## config.mk

```make
export PLATFORM = sky130hd
export DESIGN_NAME = uht_satadd
export DESIGN_NICKNAME = d
export VERILOG_FILES = /design/src/hw/rtl/utility_histogram_threshold_macros.svh /design/src/hw/rtl/uht_pkg.sv /design/src/hw/rtl/uht_satadd.sv
export SDC_FILE = /design/constraint.sdc
export NUM_CORES = 1
export LEC_CHECK = 0
export BUFFER_PORTS_ARGS = -buffer_cell sky130_fd_sc_hd__buf_2
export CAP_MARGIN = 0
export CORE_MARGIN = 4
export CORE_UTILIZATION = 50
export DETAILED_ROUTE_END_ITERATION = 6
export PLACE_DENSITY = 0.81
export SLEW_MARGIN = 5
export SYNTH_ARGS = -nofsm -noshare
export SYNTH_HDL_FRONTEND = slang
export SYNTH_SLANG_ARGS = --single-unit
```

## constraint.sdc

```tcl
create_clock -name vclk -period 4.24
set_input_delay 0.848 -clock vclk [all_inputs]
set_output_delay 0.848 -clock vclk [all_outputs]
set_load 0.01 [all_outputs]
```

## src/hw/rtl/utility_histogram_threshold_macros.svh

```systemverilog
// Assertion macros shared by the utility histogram threshold RTL.
// Depends on nothing; files that assert include it by name.
`ifndef UTILITY_HISTOGRAM_THRESHOLD_MACROS_SVH
`define UTILITY_HISTOGRAM_THRESHOLD_MACROS_SVH

`ifndef SYNTHESIS
// Same-cycle implication, checked at every rising edge outside reset.
`define UHT_ASSERT_IMP(lbl, clk, rst, ante, cons, msg) \
  lbl: assert property (@(posedge clk) disable iff (rst) (ante) |-> (cons)) \
    else $error(msg);
// Next-cycle implication.
`define UHT_ASSERT_NXT(lbl, clk, rst, ante, cons, msg) \
  lbl: assert property (@(posedge clk) disable iff (rst) (ante) |=> (cons)) \
    else $error(msg);
`else
`define UHT_ASSERT_IMP(lbl, clk, rst, ante, cons, msg)
`define UHT_ASSERT_NXT(lbl, clk, rst, ante, cons, msg)
`endif

`endif

```

## src/hw/rtl/uht_pkg.sv

```systemverilog
// Package for the utility histogram threshold block: sizes, request codes,
// the bucket edge table and the total saturation helper. No dependencies.
package uht_pkg;

  localparam int NUM_BUCKETS = 100;
  localparam int COUNT_BITS  = 32;
  localparam int IDX_W       = $clog2(NUM_BUCKETS);
  localparam int TARGET_W    = COUNT_BITS + 17;
  localparam int MIN_FOR_RECOMPUTE = 10;

  localparam logic [16:0] ONE_Q16       = 17'h10000;
  localparam logic [15:0] FRACTION_INIT = 16'd3277;

  localparam logic [1:0] REQ_ADD_HIGH  = 2'd0;
  localparam logic [1:0] REQ_ADD_LOW   = 2'd1;
  localparam logic [1:0] REQ_RECOMPUTE = 2'd2;

  typedef logic [16:0] thr_table_t [NUM_BUCKETS];

  // Upper edge of each bucket in Q1.16, floor((i+1)*65536/NUM_BUCKETS).
  function automatic thr_table_t make_thr_table();
    thr_table_t t;
    for (int i = 0; i < NUM_BUCKETS; i++) begin
      t[i] = 17'(((i + 1) * 65536) / NUM_BUCKETS);
    end
    return t;
  endfunction

  localparam thr_table_t THR_TABLE = make_thr_table();

  // Clamp a count to the 32-bit reporting width.
  function automatic logic [31:0] to_total(input logic [COUNT_BITS-1:0] v);
    logic [COUNT_BITS+31:0] w;
    w = (COUNT_BITS + 32)'(v);
    if (w > (COUNT_BITS + 32)'(32'hFFFF_FFFF)) begin
      return 32'hFFFF_FFFF;
    end
    return w[31:0];
  endfunction

endpackage

```

## src/hw/rtl/uht_satadd.sv

```systemverilog
// Shared saturating adder used for every count update and the bucket scan.
// Depends on uht_pkg.
module uht_satadd (
  input  logic [uht_pkg::COUNT_BITS-1:0] a,
  input  logic [uht_pkg::COUNT_BITS-1:0] b,
  output logic [uht_pkg::COUNT_BITS-1:0] sum
);
  import uht_pkg::*;

  logic [COUNT_BITS:0] full;

  assign full = (COUNT_BITS + 1)'(a) + (COUNT_BITS + 1)'(b);
  assign sum  = full[COUNT_BITS] ? '1 : full[COUNT_BITS-1:0];

endmodule

```

# Word level (Yosys, flattened, before mapping)

Cells that the tools add are included.

Flip-flop bits (word level): 0
Input port bits: 64

Add/subtract/negate cells: 1
Multiplexer cells: 1

Operators by type and width:

| operator         | count |
|---|---|
| $add A32 B32 Y33 | 1 |
| $mux W32         | 1 |

# Logic depth before layout (Yosys ltp)

Depth after elaboration: 2
Mapped depth: 10
Gate-level depth less buffers: 9

# Worst setup path after synthesis

Ideal clock, no wire load.

Path type: input-to-output
From: input port a[0] (netlist bit)
To: output port sum[26] (netlist bit)
Arrival time: 2.902 ns
Slack: 0.490 ns
Stages on the path: 10
Path buffers: 1
Cell sequence: ha_1 > fa_1 > a21oi_1 > o211a_1 > nor2_1 > o21ai_0 > and4b_1 > buf_2 > mux2i_1 > o311ai_1

Longest elaborated chain between the ends: 2

Ends and longest elaborated chain:

| what             | RTL line         | text |
|---|---|---|
| start, declared  | uht_satadd.sv:4  | `input logic [uht_pkg::COUNT_BITS-1:0] a,` |
| $add A32 B32 Y33 | uht_satadd.sv:12 | `assign full = (COUNT_BITS + 1)'(a) + (COUNT_BITS + 1)'(b);` |
| $mux W32         | uht_satadd.sv:13 | `assign sum = full[COUNT_BITS] ? '1 : full[COUNT_BITS-1:0];` |
| end, declared    | uht_satadd.sv:6  | `output logic [uht_pkg::COUNT_BITS-1:0] sum` |

No other way between the ends.

# Worst setup path in the final report

From: input port a[10] (netlist bit)
To: output port sum[31] (netlist bit)

The elaborated chain is that of the path after synthesis.

==> impl_metrics.ini <==
[cells_and_area]
fillers = 377
layout.sequential_cells = 0
n_antenna_cell = 0
clkbuf_count = 0
instances_no_fill = 453
multiInputGateArea_um2 = 1980
final_cell_area_um2 = 2630
seq_area_um2 = 0
area_growth_pct = 27.7
final_layout_size_suffix_gt1_frac = 0.308
nets = 502

[global_route]
antenna_found_initial = 0
grt_overflow = 0
use_met3 = 0.00554
grt_max_degree = 21
grt_pass1_vias = 2329
use_met2 = 0.381
grt-busiest-layer = met2
grt_use_met1 = 0.322
track_usage = 0.225
grt_pass1_wl_mm = 10.1

[place]
gp_congestion = 0.894
place_inst = 451
dp_hpwl_mm = 5.23
placed_area_um2 = 2600
numPortBuffers = 96

[die]
start_util = 0.515
io_pins = 96
die_area_um2 = 5220
fp.dieH_um = 72.2
rows = 23
die_w_um = 72.2
fp.coreArea_um2 = 4000

[yosys]
synth_most_common_cell = a21oi_1
synth_commonest_cells = a21oi_1, ha_1, nand3_1, nor2_1, o21ai_0
syn_nets = 408
synthCells = 311
ys_seq_area_frac = 0
yosysWarnings = 0
synth_cell_type_count = 51
avgSynthCellArea_um2 = 6.63
synth_area_leaders = ha_1, a21oi_1, nand3_1, o21ai_0, nor2_1
synth_top_area_share = 0.194
synthesis.area_um2 = 2060
synth_top_cell_by_area = ha_1

[timing]
holdWs_ns = 2.11
rsz0062_at_grt = false
worst_pin_slew_ns = 0.506
setup_viol = 0
max_freq_mhz = 245
tns_ns = 0
period_share = 0.961
slew_violations = 0
period_needed_ns = 4.08
slew-limit-headroom = 0.659
hold_viol_final = 0

[run]
drv_cap = 0

[power]
p_leak_nw = 1.30
peakVddDrop_mv = 0.0998
power_uw = 470
p_per_area_nw_per_um2 = 178

[drt]
wl_mm = 6.21
ant_nets = 0
first_pass_iters = 4
vias = 2661
drcViolationCount = 0
dr.first_iter.drc_count = 223
wl_per_cell_um = 13.7
post_drt_via_cell_ratio = 5.87

[critical_path]
crit_path_max_fanout = 5
crit_type = in -> out
cp-start-kind = input pin
critPathCaptureType = output port
cp.arrival_ns = 3.23
crit_required_ns = 3.39

[outcome]
status = completed

[min_path]
hold_path.class = in -> out
-- power breakdown --
group / switching (mW) / total (mW) / internal [mW]
Combinational: 0.260 / 0.470 / 0.209
Sequential: 0 / 0 / 0
Clock: 0 / 0 / 0
-- repair_timing --
action | 4_1_cts | 5_1_grt
hold endpoints to repair | 0 | 0
setup buffers | 0 | 2
resized for setup | 0 | 4
hold buffers | 0 | 0
endpoints found under the setup margin | 0 | 24
-- cells by family after synthesis --
| group | Yosys count | share of synthesized area |
|---|---|---|
| AND/OR/NAND/NOR | 121 | 0.289 |
| multiplexers | 7 | 0.0382 |
| buffers and inverters | 25 | 0.0504 |
| AO/OA/AOI/OAI | 104 | 0.329 |
| XOR/XNOR | 21 | 0.0892 |
| adder cells (fa/ha/maj) | 33 | 0.204 |
-- placed cells by master (no fill, tap or decap), types with 6 or more instances in the layout --
| cell type | count |
|---|---|
| a21o_1 | 6 |
| o211ai_1 | 10 |
| nand2_1 | 21 |
| inv_1 | 12 |
| nand3_1 | 32 |
| buf_4 | 9 |
| xor2_1 | 12 |
| o21ai_0 | 24 |
| ha_1 | 32 |
| nor2_1 | 28 |
| xnor2_1 | 9 |
| buf_2 | 96 |
| nor3_1 | 11 |
| a21oi_1 | 33 |
-- through the flow --
step	utilization	setup WS (ns)
after global routing	0.658	0.00874
after detailed placement	0.651	0.0186
after global placement	0.651	0.170
after floorplan	-	0.490
final	0.658	0.164
after CTS	0.651	0.0280
-- final cells by class --
class	instances	area share
Multi-Input combinational cell	286	0.751
Inverter	12	0.0171
Timing Repair Buffer	105	0.208
Tap cell	50	0.0238
-- critical path: stages --
cell and delay [ns]:
buf_2 0.10, ha_1 0.36, a21oi_1 0.25, o21ai_0 0.16, a221oi_2 0.32, o41ai_4 0.17, a31o_4 0.30, a21boi_0 0.23
mux2_2 0.36, buf_2 0.14
-- per-layer routing --
| layer | wire [um] | vias up |
|---|---|---|
| li1 | - | 1356 |
| met1 | 2850 | 1190 |
| met2 | 2810 | 107 |
| met3 | 477 | 8 |
| met4 | 72 | 0 |
| met5 | 0 | - |
-- path summary, 6_finish.rpt --
check                 startpoint      end  slack, ns  cells past startpoint
worst max-delay path       a[10]  sum[31]       0.16                     10
worst min-delay path        b[0]   sum[0]       2.11                      5
(Power assumes the default switching activity.)
