`config.mk`:
```
export PLATFORM = sky130hd
export DESIGN_NAME = uht_ram
export DESIGN_NICKNAME = d
export VERILOG_FILES = /design/src/hw/rtl/utility_histogram_threshold_macros.svh /design/src/hw/rtl/uht_ram.sv
export SDC_FILE = /design/constraint.sdc
export NUM_CORES = 2
export LEC_CHECK = 0
export BUFFER_PORTS_ARGS = -buffer_cell sky130_fd_sc_hd__buf_2
export CORE_MARGIN = 2
export CORE_UTILIZATION = 55
export CTS_BUF_LIST = sky130_fd_sc_hd__clkbuf_8 sky130_fd_sc_hd__clkbuf_16
export DETAILED_ROUTE_END_ITERATION = 6
export PLACE_DENSITY = 0.73
export RECOVER_POWER = 50
export SETUP_SLACK_MARGIN = 0.5
export SYNTH_ARGS = -nofsm -noshare
export SYNTH_HDL_FRONTEND = slang
export SYNTH_SLANG_ARGS = --single-unit
```
`constraint.sdc`:
```
create_clock -name clk -period 3.9 [get_ports clk]
set_input_delay 0.585 -clock clk [delete_from_list [all_inputs] [get_ports clk]]
set_output_delay 0.585 -clock clk [all_outputs]
set_load 0.005 [all_outputs]
```
`src/hw/rtl/utility_histogram_threshold_macros.svh`:
```
// Assertion macros shared by the utility histogram threshold RTL.
// Depends on nothing; files that assert include it by name.
`ifndef UTILITY_HISTOGRAM_THRESHOLD_MACROS_SVH
`define UTILITY_HISTOGRAM_THRESHOLD_MACROS_SVH

`ifndef SYNTHESIS
// Same-cycle implication, checked at every rising edge outside reset.
`define UHT_ASSERT_IMP(lbl, clk, rst, ante, cons, msg) \
  lbl: assert property (@(posedge clk) disable iff (rst) (ante) |-> (cons)) \
    else $error(msg);
// Next-cycle implication.
`define UHT_ASSERT_NXT(lbl, clk, rst, ante, cons, msg) \
  lbl: assert property (@(posedge clk) disable iff (rst) (ante) |=> (cons)) \
    else $error(msg);
`else
`define UHT_ASSERT_IMP(lbl, clk, rst, ante, cons, msg)
`define UHT_ASSERT_NXT(lbl, clk, rst, ante, cons, msg)
`endif

`endif

```
`src/hw/rtl/uht_ram.sv`:
```
// Generic single-write, single-read RAM with registered read data.
// No dependencies.
module uht_ram #(
  parameter int WIDTH = 32,
  parameter int DEPTH = 100
) (
  input  logic                     clk,
  input  logic                     we,
  input  logic [$clog2(DEPTH)-1:0] waddr,
  input  logic [WIDTH-1:0]         wdata,
  input  logic [$clog2(DEPTH)-1:0] raddr,
  output logic [WIDTH-1:0]         rdata
);

  logic [WIDTH-1:0] mem [DEPTH];

  always_ff @(posedge clk) begin
    if (we) begin
      mem[waddr] <= wdata;
    end
    rdata <= mem[raddr];
  end

endmodule

```
# ---- After elaboration in Yosys (flattened, before gate mapping)
# Memory sizes are Yosys's and may differ from the RTL's. A register that Yosys moved wholly into a read port is not among the register bits.
# Cells that the tools add are included.
dict set report totals {
  mem_bits_rw 3200
  in_bits 48
  register_bits 0
  n_memories 1
}
# name words width rd rd_clocked_by_memory_dff wr line
set mem_list {}
lappend mem_list {mem 100 32 1 1 1 uht_ram.sv:15} ;# logic [WIDTH-1:0] mem [DEPTH];
dict set report op_classes {
  n_mux 2
}
# cell count
set ops {}
lappend ops {{$mux W1} 2}

# ---- Longest topological paths before layout
dict set report depth {
  word_depth 2
  mapped_depth 11
  depth_no_buf 6
}

# ---- Least setup slack after synthesis
# OpenSTA, ideal clock, no wires.
dict set report synth_path {
  path_type {in2reg}
  startpoint {in waddr[5]}
  endpoint {mem mem[57][0], enable pin}
  setup_time_ps 461
  t_arrival_ps 3429
  path_slack_ps 10
  required_ps 3439
  path_stages 4
  cell_sequence {nor2b_1 nand4_1 or2_2 nor3_1}
}
# element line
set synth_lines {}
lappend synth_lines {{start, declared} uht_ram.sv:9} ;# input logic [$clog2(DEPTH)-1:0] waddr,
lappend synth_lines {{end, declared} uht_ram.sv:15}
# Straight into the memory's write port.

# ---- Worst setup path in the final report
dict set report layout_path {
  startpoint {in wdata[1]}
  endpoint {mem mem[27][1], data pin}
}
# element line
set layout_lines {}
lappend layout_lines {{start, declared} uht_ram.sv:10} ;# input logic [WIDTH-1:0] wdata,
# Straight into the memory's write port.

==> metrics.md <==
| Metric | Value |
|---|---|
| Status | `complete, but fails checks` |
| Violated checks | `max-capacitance violations, max-slew violations` |
| Post-synthesis async set-or-reset flop share | `0` |
| Seq cells post-synth | `3232` |
| Total number of vias | `roughly 64k` |
| Sink Count | `between 3k and 4k` |
| Net count reported at finish | `6043` |
| RD Place Congestion | `about 0.91` |
| PostCTS Resize Cnt | `0` |
| Synth top area share | `0.782` |
| Total Wirelength | `346000 µm` |
| Commonest non-fill, non-tap cells in the layout | `edfxtp_1 (3200), mux4_2 (723), clkbuf_16 (332), buf_4 (313), mux2i_1 (249)` |
| Vias per cell | `6.91` |
| Synth warn | `0` |
| Share of layout cells above drive strength 1 | `0.274` |
| Area after DPL | `about 0.13 mm²` |
| Slew HR | `-1.76` |
| Crit path max-delay family | `buffers and inverters` |
| TritonRoute pass-1 iters | `6` |
| Worst-Margin Slew | `about 4.1 ns` |
| Synth Cell Area | `0.123 mm²` |
| Clock Skews | `slightly above 0.08 ns` |
| Mux share of post-synthesis cell area | `0.153` |
| Deepest clock path buffer count | `4` |
| Primary FF master, synth | `edfxtp_1` |
| I/O Buffers | `between 70 and 80` |
| Clock-pin transition on the worst setup and hold timing paths | `roughly 0.06 ns` |
| Cells after Synth | `roughly 5.5k` |
| Crit path max fanout | `70` |
| Die W | `approximately 480 µm` |
| Die area | `roughly 0.23 mm²` |
| Synth Area in Compound Gates | `0.0278` |
| R2R setup slack | `0.93 ns` |
| Postcts setup bufs | `0` |
| Final Cell Area | `0.140 mm²` |
| DRT iter0 DRCs | `11.0k` |
| Max-Cap Viols | `37` |
| Adder-Cell Fraction of Synth Area | `0` |
| Final core occ | `0.629` |
| RSZ-0062 raised after global routing | `false` |
| Buf/Inv on CP | `2` |
| Antenna-violating nets left | `0` |
| Clk_lat worst skew | `roughly 0.97 ns` |
| Initial Util | `0.553` |
| Area leader, netlist | `edfxtp_1` |
| CP endpoint kind | `register` |
| Post-DP HPWL | `192000 µm` |
| Number of global-route vias before repair | `62.6k` |
| WL per Instance | `37.5 µm` |
| CP Class | `input port to register` |
| First-pass GRT wire length | `about 480000 µm` |
| Most common cell after layout, fill and taps aside | `edfxtp_1` |
| Syn nets | `around 5.6k` |
| Critical Path AT | `~4.2 ns` |
| Worst-path cell chain | `clkbuf_1, buf_4` |
| Synth area leaders | `edfxtp_1 (78%), mux4_2 (13%), mux2i_1 (2.0%), a22oi_1 (1.2%), dfxtp_1 (0.52%)` |
| CTS tree | `built` |
| Synth cell types | `57` |
| # hold bufs at CTS | `0` |
| Period utilisation layout | `0.880` |
| Startpoint types | `input port` |
| Largest net degree at the start of global routing | `slightly above 100` |
| CP required | `around 4.6 ns` |
| Avg Synthesized Cell Area | `approximately 22 µm²` |
| Global Route Usage Sum | `0.304` |
| Critical path's largest stage delay | `approximately 2.8 ns` |
| Final Hold Vio Count | `0` |
| Synth Area in XOR/XNOR | `0` |
| Clock root cell | `clkbuf_16` |
| Combinational family with the most area after synthesis | `multiplexers` |
| Post-synthesis simple-gate area fraction | `0.0181` |
| Slew Viols, Final | `roughly 2.9k` |
| Sequential area share after synthesis | `0.787` |
| Lkg Pwr | `between 40 and 50 nW` |
| HP Class | `input port to register` |
| Die height | `around 480 µm` |
| Post-synth EDFFs | `around 3.2k` |
| Area Overhead vs Synth | `13.7%` |
| Finish-stage setup viols | `0` |
| Power Density | `around 510 mW/mm²` |
| Setup tns final | `0 ns` |
| Maximum vdd drop | `approximately 0.42 mV` |
| Top-Level Pins | `80` |
| Min Clock Period, post-route | `3.43 ns` |
| Fmax | `291 MHz` |
| CP max stage cell | `clkbuf_1` |
| GR Overflow Total | `0` |
| Initial antenna violation count | `28` |
| Number of cell rows | `~170` |
| Core area | `0.222 mm²` |
| H-tree lvl count | `5` |
| TritonCTS buffer count | `approximately 330` |
| DRC | `0` |
[final cells by class]
| type | instances | area, µm² |
|---|---|---|
| inverter | 5 | 21.3 |
| sequential | 3232 | 96700 |
| clock inverter | 231 | 1560 |
| tap | 2975 | 3720 |
| antenna | 13 | 32.5 |
| multi-input combinational | 1962 | 25300 |
| timing repair buffer | 467 | 4060 |
| fill | 14300 | 82500 |
| clock buffer | 337 | 8380 |
[per-stage QoR]
| step | std cells | hold slack (ns) | setup slack (ns) | total power [W] |
|---|---|---|---|---|
| after CTS | 9209 | 0.169 | 0.824 | 0.0719 |
| after floorplan | 5502 | 0.673 | 0.715 | 0.0409 |
| final | 9222 | 0.291 | 0.467 | 0.0718 |
| after global routing | 9216 | 0.256 | 0.405 | 0.0734 |
| after detailed placement | 8641 | 0.736 | -0.135 | 0.0428 |
| after global placement | 8641 | 0.725 | -0.140 | 0.0428 |
[where the power goes]
part           internal, W  switching (W)  leakage (nW)
Combinational      0.00128        0.00243          10.1
Sequential          0.0384       0.000115          29.0
Clock               0.0168         0.0128          5.18
[sequential cells by signal, summed over array words and instances (netlist names)]
signal  flops
mem      3200
rdata      32
[final timing paths]
check / startpoint / end / depth (start not counted)
hold reg to reg: mem[98][1]$_DFFE_PP_ / rdata[1]$_DFF_P_ / 3
setup reg to reg: mem[29][2]$_DFFE_PP_ / rdata[2]$_DFF_P_ / 6
hold / removal: raddr[6] / rdata[12]$_DFF_P_ / 3
setup / recovery: wdata[1] / mem[27][1]$_DFFE_PP_ / 2
[per-layer routing]
| layer | GRT usage | vias up | wire length (µm) |
|---|---|---|---|
| li1 | - | 24400 | - |
| met1 | 0.422 | 33300 | 120000 |
| met2 | 0.465 | 5255 | 161000 |
| met3 | 0.0742 | 845 | 47100 |
| met4 | 0.133 | 16 | 17500 |
| met5 | 0 | - | 187 |
[cells in the mapped netlist (5+ instances only)]
master     instances
o211ai_1           7
a22o_1             5
a22oi_1          195
clkbuf_1         119
a2111oi_0          7
o2111ai_1         12
o21ai_0           88
a221oi_1          43
nor3_1            28
o22ai_1           25
buf_4             44
mux4_2           723
a31oi_1           21
nor2b_1           27
nand2_1          139
buf_2             96
and2_1             7
buf_6             28
nand2b_1          12
o221ai_1           8
mux2_2             5
a21oi_1           30
buf_1             12
nand3_1           84
dfxtp_1           32
nand4_1           30
o21ai_1           16
a41oi_1            5
mux2i_1          249
edfxtp_1        3200
nor2_1           156
[cell families (layout without fill, tap and decap cells)]
kind of cell,Yosys count,in the layout
other cells,0,13
buf+inv,308,1040
flops,3232,3232
simple gates,496,496
compound gates,489,489
mux,977,977
No activity file was read; power rests on OpenSTA's default activity.
